<file path="src/rtl/slrt_pkg.sv">
// Shared types and constants for the sequence loss and reorder tracker.
`timescale 1ns / 1ps
package slrt_pkg;

  localparam int GAP_BITS = 15;
  localparam logic [GAP_BITS-1:0] MAX_GAP_RESET = 15'd1000;

  // result status codes
  localparam logic [1:0] STAT_ONTIME = 2'd0;
  localparam logic [1:0] STAT_EARLY  = 2'd1;
  localparam logic [1:0] STAT_RECOV  = 2'd2;
  localparam logic [1:0] STAT_UNREAS = 2'd3;

  // statistics counter slots
  localparam int C_RECV  = 0;
  localparam int C_EXP   = 1;
  localparam int C_LOST  = 2;
  localparam int C_EARLY = 3;
  localparam int C_LATE  = 4;
  localparam int C_RECOV = 5;
  localparam int C_UNR   = 6;
  localparam int CNT_NUM = 7;

  typedef struct packed {
    logic [15:0] seq_num;
    logic [15:0] sender_id;
  } in_item_t;

  typedef struct packed {
    logic [1:0]         status;
    logic signed [15:0] seq_diff;
    logic [31:0]        received_count;
    logic [31:0]        expected_count;
    logic [31:0]        lost_count;
    logic [31:0]        early_count;
    logic [31:0]        late_count;
    logic [31:0]        recovered_count;
    logic [31:0]        unreasonable_count;
  } out_item_t;

  typedef enum logic [3:0] {
    ST_START, ST_CLEAR, ST_IDLE, ST_EVAL, ST_INSERT,
    ST_PRUNE, ST_PROBE, ST_RESOLVE, ST_DONE
  } state_t;

  typedef enum logic [1:0] {WK_CLEAR, WK_INSERT, WK_PRUNE, WK_PROBE} walk_t;

  typedef enum logic [2:0] {OC_SENDER, OC_ONTIME, OC_BAD, OC_EARLY, OC_LATE} outcome_t;

  typedef struct packed {
    logic  load;
    logic  eval;
    logic  walk_start;
    walk_t walk_kind;
    logic  late_resolve;
    logic  out_load;
  } cmd_t;

  typedef struct packed {
    outcome_t outcome;
    logic     resync;
    logic     found;
    logic     walk_done;
    logic     prune_need;
  } stat_t;

endpackage

</file>
<file path="src/rtl/slrt_ctrl.sv">
// Sequencing state machine of the tracker.
`timescale 1ns / 1ps
module slrt_ctrl (
  input  logic           clk,
  input  logic           rst_n,
  input  logic           in_valid,
  output logic           in_ready,
  output logic           out_valid,
  input  logic           out_ready,
  input  slrt_pkg::stat_t stat,
  output slrt_pkg::cmd_t  cmd
);
  import slrt_pkg::*;

  state_t state_r, state_nxt;
  state_t ret_r, ret_nxt;
  logic   out_valid_r, out_valid_nxt;

  always_ff @(posedge clk) begin
    if (!rst_n) begin
      state_r     <= ST_START;
      ret_r       <= ST_IDLE;
      out_valid_r <= 1'b0;
    end else begin
      state_r     <= state_nxt;
      ret_r       <= ret_nxt;
      out_valid_r <= out_valid_nxt;
    end
  end

  always_comb begin
    state_nxt = state_r;
    ret_nxt   = ret_r;
    cmd       = '0;
    cmd.walk_kind = WK_CLEAR;
    in_ready  = 1'b0;
    out_valid_nxt = out_valid_r && !out_ready;
    case (state_r)
      ST_START: begin
        cmd.walk_start = 1'b1;
        cmd.walk_kind  = WK_CLEAR;
        ret_nxt        = ST_IDLE;
        state_nxt      = ST_CLEAR;
      end
      ST_CLEAR: begin
        if (stat.walk_done) state_nxt = ret_r;
      end
      ST_IDLE: begin
        in_ready = 1'b1;
        if (in_valid) begin
          cmd.load  = 1'b1;
          state_nxt = ST_EVAL;
        end
      end
      ST_EVAL: begin
        cmd.eval = 1'b1;
        case (stat.outcome)
          OC_SENDER: begin
            cmd.walk_start = 1'b1;
            cmd.walk_kind  = WK_CLEAR;
            ret_nxt        = ST_EVAL;
            state_nxt      = ST_CLEAR;
          end
          OC_BAD: begin
            if (stat.resync) begin
              cmd.walk_start = 1'b1;
              cmd.walk_kind  = WK_CLEAR;
              ret_nxt        = ST_DONE;
              state_nxt      = ST_CLEAR;
            end else begin
              state_nxt = ST_DONE;
            end
          end
          OC_EARLY: begin
            cmd.walk_start = 1'b1;
            cmd.walk_kind  = WK_INSERT;
            state_nxt      = ST_INSERT;
          end
          OC_LATE: begin
            cmd.walk_start = 1'b1;
            cmd.walk_kind  = WK_PROBE;
            state_nxt      = ST_PROBE;
          end
          default: state_nxt = ST_DONE;
        endcase
      end
      ST_INSERT: begin
        if (stat.walk_done) begin
          if (stat.prune_need) begin
            cmd.walk_start = 1'b1;
            cmd.walk_kind  = WK_PRUNE;
            state_nxt      = ST_PRUNE;
          end else begin
            state_nxt = ST_DONE;
          end
        end
      end
      ST_PRUNE: begin
        if (stat.walk_done) state_nxt = ST_DONE;
      end
      ST_PROBE: begin
        if (stat.walk_done) state_nxt = ST_RESOLVE;
      end
      ST_RESOLVE: begin
        cmd.late_resolve = 1'b1;
        if (!stat.found && stat.resync) begin
          cmd.walk_start = 1'b1;
          cmd.walk_kind  = WK_CLEAR;
          ret_nxt        = ST_DONE;
          state_nxt      = ST_CLEAR;
        end else begin
          state_nxt = ST_DONE;
        end
      end
      ST_DONE: begin
        if (!out_valid_r || out_ready) begin
          cmd.out_load  = 1'b1;
          out_valid_nxt = 1'b1;
          state_nxt     = ST_IDLE;
        end
      end
      default: state_nxt = ST_START;
    endcase
  end

  assign out_valid = out_valid_r;

endmodule

</file>
<file path="config.mk">
export PLATFORM = sky130hd
export DESIGN_NAME = slrt_ctrl
export DESIGN_NICKNAME = d
export VERILOG_FILES = /design/src/rtl/slrt_pkg.sv /design/src/rtl/slrt_ctrl.sv
export SDC_FILE = /design/constraint.sdc
export NUM_CORES = 1
export LEC_CHECK = 0
export BUFFER_PORTS_ARGS = -buffer_cell sky130_fd_sc_hd__buf_4
export CAP_MARGIN = 15
export CORE_MARGIN = 1.5
export CORE_UTILIZATION = 25
export DETAILED_ROUTE_END_ITERATION = 6
export PLACE_DENSITY_LB_ADDON = 0.15
export SLEW_MARGIN = 20
export SYNTH_ARGS = -nofsm -noshare
export SYNTH_HDL_FRONTEND = slang
export SYNTH_SLANG_ARGS = --single-unit
</file>
<file path="constraint.sdc">
create_clock -name clk -period 1.4 [get_ports clk]
set_input_delay 0.21 -clock clk [delete_from_list [all_inputs] [get_ports clk]]
set_output_delay 0.21 -clock clk [all_outputs]
set_load 0.005 [all_outputs]
</file>
==> impl_summary.md, run 1 <==
Hold path
The number of instances on the worst hold path is 2. The worst hold path begins at rst_n. The min-delay analysis places its worst path in the category in2reg. The endpoint of the worst hold-timing path is state_r[3]$_SDFFE_PN0P_.

Placement
The area after detailed placement is 995 um^2. The HPWL after detailed placement is 1720 um. Including well taps, the total number of placed cells is 158. At the end of routability-driven placement, the weighted congestion stood at 0.897.

Port buffering added 19 buffers. The worst slack at placement is -122 ps.

Final layout
The repair_antennas step left the layout with diodes totalling 0. The area occupied by registers is 173 um^2. Summing all multi-input logic gate instances after layout gives 566 um^2. The final standard cell area without fillers is 0.00126 mm^2. In the final layout, the share of cells above drive strength 1 is 0.604.

The area added between synthesis and finish is 99.0%. The number of fillers in the final layout is 243. In the final design database the tool counted 152 nets. For this run, the number of standard cells in the final layout without fillers is 169.

Once layout is complete, the utilization of the core stands at 0.518.

Synth
When the netlist entered floorplanning its net count stood at 98. The share of synthesized area in the top cell type comes to 0.253. In this run, synthesis inferred 0 flip-flops with an integrated enable. For this run, the number of Yosys warnings is 0. The share of the yosys chip area belonging to registers is 0.253. The average instance in the mapped netlist occupies 7.28 um^2.

The count of state elements after synthesis is 8. The post-synthesis cell type with the largest combined area is sky130_fd_sc_hd__dfxtp_1. In the synthesized netlist the dominant register cell turns out to be sky130_fd_sc_hd__dfxtp_1. The number of distinct library cells after synthesis is 37. Counting flops with an async set or reset pin after synthesis yields a share of 0. Summing every instance area after synthesis gives 633 um^2.

The number of instances in the synthesized netlist is 87. Counting instances in the post-synthesis netlist gives the leading cell types as sky130_fd_sc_hd__dfxtp_1, sky130_fd_sc_hd__nor2_1, sky130_fd_sc_hd__a21oi_1, sky130_fd_sc_hd__nand2_1. Sorting the synthesized cells by area gives the leading types as sky130_fd_sc_hd__dfxtp_1, sky130_fd_sc_hd__a21oi_1, sky130_fd_sc_hd__nand2b_1.

Power
The analysis attributes to cell leakage a power of 0.545 nW. The highest ir drop seen on vdd is 0.846 mV. The net switching power is 0.000648 W. The share of total power dissipated in the clock network is 0.108. The internal power consumption is 0.00103 W. Of the total power, combinational logic draws 0.682. Of the total power, registers draw 0.210.

Of the total power, the share spent switching nets is 0.387. The total power divided by cell area is 1330 mW/mm^2.

Worst setup path
The worst flop-to-flop path endpoint is state_r[0]$_SDFFE_PN0P_. The internal reg-to-reg setup slack is -210 ps. The critical path class is reg2out. For the worst setup path, the data required time is 1190 ps.

Walking the worst path, the cells encountered are buf_6 -> or4_4 -> a21oi_2 -> buf_4. The worst register-to-register path has a depth of 5. Along the worst path, the maximum fanout reaches 5. The cell with the biggest individual delay on the critical path is sky130_fd_sc_hd__or4_4. At the worst endpoint, the arrival time is 1480 ps. The gate family responsible for the most delay along the worst path is simple AND/OR/NAND/NOR gates. Together, buffers and inverters on the worst path number 2. STA classifies the critical path startpoint as a register. The highest cell delay on the worst timing path is 500 ps. The launch point of the worst reg-to-reg path is state_r[1]$_SDFFE_PN0P_.

The endpoint class of the critical path is an output port.

Global routing
Entering global routing, the biggest net connects 9 pins. The initial antenna violation count is 0. In the global route stage, met1 resource usage came out at 0.222. In the global route stage, overall resource usage came out at 0.188. The met3 track demand over resource is 0.0424. The most used routing layer in global routing is met2.

The met2 demand-to-capacity share in global routing is 0.342. The number of global-route vias before repair came to 843. Summed over all layers, the global routing overflow is 0. The global-route wire length before repair is 3830 um.

Clocking
The TritonCTS clock tree is yes. The clock sink count is 8. The number of buffers inserted by hold repair at cts is 0.

The number of CTS-inserted buffers is 3. CTS built an H-tree with a depth of 1. The clock latency of the later-clocked register in the worst-skew pair is 260 ps. After clock tree synthesis, the clock-pin slew on the worst setup and hold paths is 60 ps. In this run the deepest clock path goes through 2 buffers. Clock tree synthesis selected as its root buffer the cell sky130_fd_sc_hd__clkbuf_4.

Drt
The number of design rule violations left after detail routing is 0. In the final routed layout, each cell accounts on average for 14.1 um. The violation count after the first detailed-route iteration is 2. The count of nets left with antenna violations once routing finished came out at 0. The first TritonRoute pass finished after 4 iterations.

The wire length after detailed routing is 2380 um. The vias per cell is 5.05. The number of vias after detailed routing is 854.

Floorplan
From left edge to right edge, the die measures 53.3 um. In this run the standard cell core region covers 0.00243 mm^2. The die footprint is 0.00284 mm^2. In this run the count of I/O pins placed on the die edge is 20. The die is 53.3 um tall.

Row generation in the floorplan step produced 18 rows. The starting utilization of the core area is 0.260.

Timing
Derived from the worst setup path, the maximum achievable clock frequency is 592 MHz. The count of final max-slew check failures was 0. Subtracting the final worst setup slack from the clock period gives 1690 ps. The final hold violation count is 0. Setup repair after global routing could not meet its margin everywhere. The clock tree skew after final layout is 8.76 ps. The worst hold margin is 244 ps. The period utilization is 1.21. For the pin with the worst max-slew slack, the measured transition is 423 ps. The worst relative slew slack is 0.711.

Setup violations remaining at the end of the flow were counted as 14. After layout, the worst setup slack is -290 ps.

Status
The run finished, with violations left. The checks that failed: negative setup slack.

Run
The reported max-cap violation count is 0.
-- flip-flops by register name, indices dropped and copies added (netlist names) --
name       flops
out_valid      1
state_r        4
ret_r          3
-- power groups by stage --
stage	logic [W]	registers [W]	clock network, W
floorplan	0.000433	0.000305	0
global placement	0.000800	0.000326	0
detailed placement	0.000801	0.000325	0
CTS	0.000913	0.000355	0.000187
global route	0.00123	0.000356	0.000200
finish	0.00114	0.000352	0.000181
-- per-layer routing --
layer,part of all wire,wire (um),vias to the layer above
met5,0,0,-
met3,0.031,73,4
li1,-,-,427
met1,0.42,1010,406
met4,0.012,29,0
met2,0.53,1270,17
-- how the worst max path moves through the flow --
stage	startpoint	endpoint	slack, ps	cells after the start
floorplan	state_r[2]$_SDFFE_PN0P_	cmd[3]	6	3
global placement	state_r[0]$_SDFFE_PN0P_	state_r[0]$_SDFFE_PN0P_	-150	5
detailed placement	state_r[0]$_SDFFE_PN0P_	state_r[0]$_SDFFE_PN0P_	-120	5
CTS	state_r[1]$_SDFFE_PN0P_	cmd[3]	-290	4
global route	state_r[1]$_SDFFE_PN0P_	cmd[3]	-340	4
finish	state_r[2]$_SDFFE_PN0P_	cmd[3]	-290	4
-- metrics by stage --
step,setup TNS [ps],power [W]
after floorplan,0,0.000738
after global placement,-714,0.00113
after detailed placement,-504,0.00113
after CTS,-1570,0.00146
after global routing,-2830,0.00178
final,-2170,0.00168
-- kinds of logic (layout without fill, tap and decap cells) --
group                  Yosys count  in the layout  synth area share
DFF                              8              8             0.253
AOI/OAI and AO/OA               27             27             0.302
buffers and inverters           11             63            0.0712
and+or+nand+nor                 41             41             0.374
-- placed cells by master (no fill, tap or decap), types with 2 or more instances in the layout --
master	count
sky130_fd_sc_hd__o22ai_2	2
sky130_fd_sc_hd__a21oi_1	4
sky130_fd_sc_hd__inv_2	2
sky130_fd_sc_hd__and2_1	2
sky130_fd_sc_hd__nor4_4	2
sky130_fd_sc_hd__nor3_1	3
sky130_fd_sc_hd__dfxtp_1	4
sky130_fd_sc_hd__o21ai_0	3
sky130_fd_sc_hd__inv_1	5
sky130_fd_sc_hd__nand2b_1	5
sky130_fd_sc_hd__or4_4	2
sky130_fd_sc_hd__nor2_1	8
sky130_fd_sc_hd__buf_6	10
sky130_fd_sc_hd__clkbuf_4	3
sky130_fd_sc_hd__o21ai_2	2
sky130_fd_sc_hd__dfxtp_4	3
sky130_fd_sc_hd__nor3_2	2
sky130_fd_sc_hd__buf_4	43
sky130_fd_sc_hd__a21oi_2	3
sky130_fd_sc_hd__nand2_1	7
-- worst reg2reg max path, cell delays in order (launching register included) --
cell	delay, ps
sky130_fd_sc_hd__dfxtp_4	380
sky130_fd_sc_hd__buf_4	140
sky130_fd_sc_hd__or3_4	400
sky130_fd_sc_hd__a32oi_4	310
sky130_fd_sc_hd__a21oi_1	100
sky130_fd_sc_hd__o21bai_1	160
-- area by class of cell --
type | instances | share of cell area
Clock buffer | 3 | 0.0179
Inverter | 7 | 0.0209
Multi-Input combinational cell | 68 | 0.449
Sequential cell | 8 | 0.137
Tap cell | 30 | 0.0298
Timing Repair Buffer | 53 | 0.346
-- repair_timing --
| action | CTS | global route |
|---|---|---|
| pin swaps | 8 | 7 |
| setup buffers | 2 | 6 |
| resized for setup | 22 | 16 |
| setup endpoints to repair | 15 | 15 |
(Power assumes the default switching activity.)
==> run 2: changes to the inputs <==
--- a/config.mk
+++ b/config.mk
@@ -5,6 +5,7 @@
 export SDC_FILE = /design/constraint.sdc
 export NUM_CORES = 1
 export LEC_CHECK = 0
+export ABC_CLOCK_PERIOD_IN_PS = 2000
 export BUFFER_PORTS_ARGS = -buffer_cell sky130_fd_sc_hd__buf_4
 export CAP_MARGIN = 15
 export CORE_MARGIN = 1.5
==> constraint.sdc (replaced) <==
create_clock -name clk -period 2 [get_ports clk]
set_input_delay 0.3 -clock clk [delete_from_list [all_inputs] [get_ports clk]]
set_output_delay 0.3 -clock clk [all_outputs]
set_load 0.005 [all_outputs]
==> run 2 against run 1 <==
The flow now finishes without violations. Worst hold slack better by 67 ps. Largest cell class unchanged. Clock power fell by 29%. Register-to-register slack improved by 620 ps. Routed wire length fell by 24%. Critical path type unchanged. Sequential power fell by 35%. Global-route usage fell by 4.9 points. Clock skew decreased by 8.3 ps. Sequential share of layout area increased by 5.3 points.
==> impl_summary.md, run 2 (synthesis results as in run 1) <==
Final layout
The top register by number of flip-flops is state_r. The fraction of final layout cells with drive strength greater than 1 is 0.321 (-0.283). The most common library cell in the layout ignoring fill and taps is sky130_fd_sc_hd__buf_4. The final standard cell area without fillers is 856 um^2 (-32%). The area added between synthesis and finish is 35.2%. The number of nets in the layout is 122 (-20%). The antenna diode instance count is 0 (unchanged). In the layout the commonest cells are sky130_fd_sc_hd__buf_4, sky130_fd_sc_hd__nor2_1, sky130_fd_sc_hd__nand2_1, sky130_fd_sc_hd__a21oi_1, sky130_fd_sc_hd__dfxtp_1. The number of flip-flops in the largest register is 4 (unchanged).

Power
The total power divided by cell area is 923 mW/mm^2 (-31%). The fraction of power spent switching nets came to 0.406 (+0.0192). The highest ir drop seen on vdd is 0.543 mV (-36%). The combinational share of power was 0.548 (-0.134).

The proportion of power drawn by the clock network is 0.161 (+0.053). The static leakage power is 0.365 nW (-33%). The net switching power is 0.000321 W (-51%).

The internal power consumption is 0.000469 W (-54%). The portion of total power attributed to sequential cells was 0.291 (+0.081).

Timing
The period utilization is 0.934. The post-route minimum period is 1870 ps. Setup repair after global routing left no endpoint under its margin.

The number of failing setup endpoints in the final timing report is 0 (-14). The clock tree skew after final layout was 0.501 ps (-8.26 ps). The final hold violation count is 0 (unchanged).

The accumulated negative setup slack is 0 ps (+2170 ps). The maximum clock rate is 535 MHz. The worst relative slew slack came to 0.734 (+0.0236). The count of final max-slew check failures came to 0 (unchanged).

The worst hold margin came to 311 ps (+66.9 ps). The least setup slack across all paths after layout is 132 ps (+422 ps). The transition time of the tightest slew-check pin is 388 ps (-34.5 ps).

Clocking
The clock sink count is 8 (unchanged). The clock edge transition at the registers on the reported setup and hold paths is 60 ps (about the same). The clock latency of the later-clocked register in the worst-skew pair is 250 ps (about the same).

CTS placed an instance of sky130_fd_sc_hd__clkbuf_4 at the clock tree root. The number of post-CTS setup repair buffers is 0 (-2). The H-tree depth was 1 (unchanged). TritonCTS built the clock tree. The number of CTS-inserted buffers came to 3 (unchanged). The buffer depth of the longest clock path was 2 (unchanged).

Drt
The detailed-route wire length per cell is 13.0 um (-7.4%). The violation count after the first detailed-route iteration came to 19 (+17). The vias per cell is 5.17 (+2.2%). The number of vias after detailed routing is 718 (-16%). The detailed-route wire length on metal 1 is 831 um (-17%).

The number of design rule violations left after detail routing is 0 (unchanged). The met2 layer wire length in the routed design came to 904 um (-29%). The uppermost layer routed is met3. The wire length after detailed routing is 1810 um (-24%). The detailed-routed wire length on met3 is 76 um (+4.1%).

The first-pass iteration count of the detailed router came to 4 (unchanged). The count of antenna-violating nets left after detailed routing is 0 (unchanged).

Placement
The post-detailed-placement half-perimeter wirelength is 1410 um (-18%). The area after detailed placement came to 825 um^2 (-17%). The worst slack at placement came to 281 ps (+404 ps). The quantity of I/O buffers inserted on ports was 19 (unchanged). The final estimated routing congestion in global placement was 0.849 (-5.4%).

Global routing
The overall routing resource usage is 0.140 (-0.0487). The total overflow reported by the global router came to 0 (unchanged). The initial antenna violation count is 0 (unchanged).

The global-route wire length before repair is 2860 um (-25%). The pin count of the biggest net entering global routing was 14 (+5). The number of global-route vias before repair was 652 (-23%).

Hold path
The worst hold path belongs to the class in2reg. The number of instances on the worst hold path was 2 (unchanged). The start point of the worst min-delay path is rst_n. The path with the worst hold slack has its endpoint at state_r[3]$_SDFFE_PN0P_.

Floorplan
The height of the die is 53.3 um (unchanged). The starting utilization of the core area is 0.260 (unchanged). The die footprint is 0.00284 mm^2 (unchanged). The number of ports placed on the die boundary is 20 (unchanged).

The floorplan core area is 0.00243 mm^2 (unchanged). The die extent in x is 53.3 um (unchanged). The number of placement rows is 18 (unchanged).

Worst setup path
The highest cell delay on the worst timing path came to 430 ps (-70 ps). The required time reported for the critical path endpoint is 1700 ps (+510 ps). The depth of the worst register-to-register path is 5 (unchanged). The startpoint kind of the worst setup timing path is a register. Counting stages on the worst path, the most repeated cell is sky130_fd_sc_hd__buf_4. The endpoint class of the critical path is an output port.

The largest fanout of any net on the critical path was 10 (+5). The startpoint identified for the worst register-to-register timing path is state_r[1]$_SDFFE_PN0P_. The endpoint arrival time on the critical path is 1570 ps (+90 ps). The slowest stage of the critical path belongs to the cell sky130_fd_sc_hd__dfxtp_1. The worst register-to-register path ends at state_r[0]$_SDFFE_PN0P_. The worst setup path is of the reg2out kind. The internal reg-to-reg setup slack is 410 ps (+620 ps). Traced cell by cell, the critical path runs through buf_4 -> and3b_1 -> and2_1 -> o22ai_2 -> nand2_1 -> buf_4.

Run
The reported max-cap violation count came to 0 (unchanged).

Status
The flow ran to the end, and the final reports show no timing, DRC or antenna violations.
run 2: cell types whose count changed in the layout (fill, tap and decap cells not counted), sizes merged:
| cell | previous run | this run |
|---|---|---|
| buf | 53 | 23 |
run 2: routing by layer:
layer | up-vias | GRT usage
met3 | 0 | 0.0452
met1 | 337 | 0.169
li1 | 369 | -
met5 | - | 0
met2 | 12 | 0.233
met4 | 0 | 0.0385
run 2: worst max path at each step:
stage,slack [ps],endpoint,cells after the start,start
2_1_floorplan,490,cmd[3],4,state_r[1]$_SDFFE_PN0P_
3_3_place_gp,280,cmd[3],6,stat[4]
3_5_place_dp,280,cmd[3],4,state_r[2]$_SDFFE_PN0P_
4_1_cts,110,cmd[4],6,state_r[1]$_SDFFE_PN0P_
5_1_grt,20,cmd[3],4,state_r[2]$_SDFFE_PN0P_
6_report,130,cmd[4],6,state_r[0]$_SDFFE_PN0P_
run 2: cell type report:
cell class / count / area (um^2)
tap: 30 / 37.5
fill: 264 / 1580
sequential: 8 / 163
timing repair buffer: 23 / 173
inverter: 7 / 26.3
clock buffer: 3 / 22.5
multi-input combinational: 68 / 434
run 2: worst max-delay path: cells and delay by family, from the launching register on:
family	cells	cell delay [ps]
AND/OR/NAND/NOR	3	480
flip-flops	1	430
buffers and inverters	2	310
AO/OA/AOI/OAI	1	100
run 2: power groups by stage:
stage,registers (W),clock network [W],logic [W]
after floorplan,0.000209,0,0.000296
after global placement,0.000233,0,0.000443
after detailed placement,0.000229,0,0.000431
after CTS,0.000226,0.000131,0.000434
after global routing,0.000235,0.000144,0.000482
final,0.000230,0.000128,0.000432
run 2: timing repair:
| item | CTS | global route |
|---|---|---|
| gates resized for setup | 1 | 2 |
| endpoints found under the setup margin | 1 | 2 |
| hold buffers | 0 | 0 |
| endpoints found under the hold margin | 0 | 0 |
run 2: per-stage QoR:
| stage | utilization | total power [W] | instances |
|---|---|---|---|
| after floorplan | - | 0.000505 | 87 |
| after global placement | 0.339 | 0.000677 | 136 |
| after detailed placement | 0.339 | 0.000660 | 136 |
| after CTS | 0.349 | 0.000791 | 139 |
| after global routing | 0.352 | 0.000861 | 139 |
| final | 0.352 | 0.000790 | 139 |
==> run 3: changes to the inputs <==
--- a/config.mk
+++ b/config.mk
@@ -12,6 +12,7 @@
 export CORE_UTILIZATION = 25
 export DETAILED_ROUTE_END_ITERATION = 6
 export PLACE_DENSITY_LB_ADDON = 0.15
+export RECOVER_POWER = 50
 export SLEW_MARGIN = 20
 export SYNTH_ARGS = -nofsm -noshare
 export SYNTH_HDL_FRONTEND = slang
==> run 3 against run 2 <==
Combinational power shrank 3%. Clock skew is essentially flat. Clock power is essentially flat. Largest cell class unchanged.
==> impl_summary.md, run 3 (synthesis results as in run 1) <==
Status
The run finished with clean final reports.

Power
The fraction of power spent switching nets came to 0.408 (+0.00178). The internal power consumption is 0.000461 W (-1.8%). The highest ir drop seen on vdd is 0.535 mV (-1.4%). The portion of total power attributed to sequential cells came to 0.296 (+0.005). The total power divided by cell area is 923 mW/mm^2 (about the same). The proportion of power drawn by the clock network is 0.164 (+0.003). The combinational share of power is 0.540 (-0.008). The net switching power is 0.000317 W (-1.1%). The static leakage power was 0.362 nW (-0.99%).

Global routing
The total overflow reported by the global router is 0 (unchanged). The initial antenna violation count is 0 (unchanged). The global-route wire length before repair is 2860 um (unchanged). The number of global-route vias before repair is 652 (unchanged). The overall routing resource usage is 0.140 (unchanged). The pin count of the biggest net entering global routing is 14 (unchanged).

Final layout
The number of flip-flops in the largest register was 4 (unchanged). The most common library cell in the layout ignoring fill and taps is sky130_fd_sc_hd__buf_4. The number of standard cells in the layout, taps in and fillers out was 139 (unchanged). Counting flops per register, the top entry is state_r. The area added between synthesis and finish is 33.0%. The number of fillers in the final layout is 267 (+1.1%). In the layout the commonest cells are sky130_fd_sc_hd__buf_4, sky130_fd_sc_hd__nor2_1, sky130_fd_sc_hd__nand2_1, sky130_fd_sc_hd__a21oi_1, sky130_fd_sc_hd__dfxtp_1. The number of nets in the layout is 122 (unchanged).

The fraction of final layout cells with drive strength greater than 1 is 0.303 (-0.0183). The antenna diode instance count is 0 (unchanged).

Worst setup path
The endpoint arrival time on the critical path is 1560 ps (about the same). The end of the critical path is cmd[4]. Tracing the worst setup path back leads to its startpoint at state_r[0]$_SDFFE_PN0P_. The worst setup path is launched from a register. The depth of the worst register-to-register path is 5 (unchanged). The internal reg-to-reg setup slack came to 290 ps (-120 ps). The required time reported for the critical path endpoint is 1700 ps (about the same). The critical path class is reg2out. The worst flop-to-flop path endpoint is state_r[0]$_SDFFE_PN0P_. The largest fanout of any net on the critical path is 10 (unchanged). The launch point of the worst reg-to-reg path is state_r[1]$_SDFFE_PN0P_.

The worst setup path is captured at an output port.

Placement
The post-detailed-placement half-perimeter wirelength is 1410 um (unchanged). The final estimated routing congestion in global placement is 0.849 (unchanged). The quantity of I/O buffers inserted on ports is 19 (unchanged). The number of cells after detailed placement came to 136 (unchanged).

Floorplan
The die footprint is 0.00284 mm^2 (unchanged). The height of the die is 53.3 um (unchanged). The floorplan core area is 0.00243 mm^2 (unchanged). The starting utilization of the core area is 0.260 (unchanged). The number of placement rows is 18 (unchanged). The number of ports placed on the die boundary came to 20 (unchanged).

The die extent in x came to 53.3 um (unchanged).

Timing
Setup repair after global routing left no endpoint under its margin. The period utilization is 0.932 (-0.00181). The worst hold margin came to 304 ps (-6.74 ps). The worst relative slew slack is 0.723 (-0.0116). The count of final max-slew check failures was 0 (unchanged). The post-route minimum period was 1860 ps (-3.63 ps). The number of failing setup endpoints in the final timing report came to 0 (unchanged). The final hold violation count is 0 (unchanged). The transition time of the tightest slew-check pin came to 411 ps (+23.1 ps). The clock tree skew after final layout is 0.603 ps (+0.102 ps). The accumulated negative setup slack is 0 ps (unchanged). The maximum clock rate came to 536 MHz (+0.19%).

Drt
The vias per cell is 5.24 (+1.4%). The detailed-route wire length per cell is 13.1 um (+0.66%). The first-pass iteration count of the detailed router is 4 (unchanged). The number of vias after detailed routing is 728 (+1.4%). The number of design rule violations left after detail routing is 0 (unchanged). The count of antenna-violating nets left after detailed routing is 0 (unchanged).

The wire length after detailed routing is 1820 um (+0.66%). The violation count after the first detailed-route iteration is 22 (+3).

Clocking
The clock sink count is 8 (unchanged). Clock tree synthesis selected as its root buffer the cell sky130_fd_sc_hd__clkbuf_4. The number of CTS-inserted buffers is 3 (unchanged).

The number of post-CTS setup repair buffers came to 0 (unchanged). The clock latency of the later-clocked register in the worst-skew pair was 250 ps (about the same). The TritonCTS clock tree is yes. The buffer depth of the longest clock path came to 2 (unchanged). The clock edge transition at the registers on the reported setup and hold paths was 60 ps (about the same). The H-tree depth came to 1 (unchanged).

Hold path
In this run the worst hold path is classified as in2reg.

Run
The reported max-cap violation count is 0 (unchanged).
## run 3: cell types whose count changed in the layout (fill, tap and decap cells not counted), sizes merged
| cell | delta |
|---|---|
| buf | -1 |
| clkbuf | +1 |
## run 3: cell type report
| cell class | count | area, um^2 | share of cell area |
|---|---|---|---|
| well taps | 30 | 37.5 | 0.0446 |
| multi-input cells | 68 | 420 | 0.499 |
| repair buffers | 23 | 173 | 0.205 |
| flip-flops and latches | 8 | 163 | 0.193 |
| inverters | 7 | 26.3 | 0.0312 |
| clock buffers | 3 | 22.5 | 0.0267 |
## run 3: how the worst min path moves through the flow
| stage | slack (ps) | from | endpoint | depth (start not counted) |
|---|---|---|---|---|
| after floorplan | 420 | rst_n | state_r[3]$_SDFFE_PN0P_ | 1 |
| after global placement | 450 | ret_r[3]$_SDFFE_PN0P_ | ret_r[3]$_SDFFE_PN0P_ | 2 |
| after detailed placement | 450 | ret_r[3]$_SDFFE_PN0P_ | ret_r[3]$_SDFFE_PN0P_ | 2 |
| after CTS | 310 | rst_n | state_r[3]$_SDFFE_PN0P_ | 2 |
| after global routing | 300 | rst_n | state_r[3]$_SDFFE_PN0P_ | 2 |
| final | 300 | rst_n | state_r[3]$_SDFFE_PN0P_ | 2 |
## run 3: power by group through the flow
| stage | logic, W | registers, W | clock network [W] |
|---|---|---|---|
| final | 0.000420 | 0.000230 | 0.000127 |
| after global routing | 0.000468 | 0.000235 | 0.000144 |
| after CTS | 0.000434 | 0.000226 | 0.000131 |
| after detailed placement | 0.000431 | 0.000229 | 0 |
| after global placement | 0.000443 | 0.000233 | 0 |
| after floorplan | 0.000296 | 0.000209 | 0 |
## run 3: critical path, stage by stage (launching register included)
cell and delay [ps]:
sky130_fd_sc_hd__dfxtp_1 440, sky130_fd_sc_hd__buf_4 210, sky130_fd_sc_hd__and3b_1 220, sky130_fd_sc_hd__and2_1 170
sky130_fd_sc_hd__o22ai_2 90, sky130_fd_sc_hd__nand2_1 70, sky130_fd_sc_hd__buf_4 100
## run 3: per-layer routing
layer  vias to the layer above  track usage  part of all wire
li1                        367            -                 -
met1                       345        0.169              0.46
met2                        14        0.233              0.49
met3                         2       0.0452             0.042
met4                         0       0.0385            0.0055
met5                         -            0                 0
## run 3: repair_timing
item / CTS / global route
endpoints found under the setup margin: 1 / 2
resized for setup: 1 / 2
hold buffers: 0 / 0
## run 3: per-stage QoR
| stage | setup WS, ps | power, W | util | cell area, um^2 |
|---|---|---|---|---|
| 4_1_cts | 106 | 0.000791 | 0.349 | 848 |
| 5_1_grt | 19.1 | 0.000846 | 0.346 | 842 |
| 2_1_floorplan | 485 | 0.000505 | - | 633 |
| 6_report | 136 | 0.000777 | 0.346 | 842 |
| 3_5_place_dp | 281 | 0.000660 | 0.339 | 825 |
| 3_3_place_gp | 279 | 0.000677 | 0.339 | 825 |
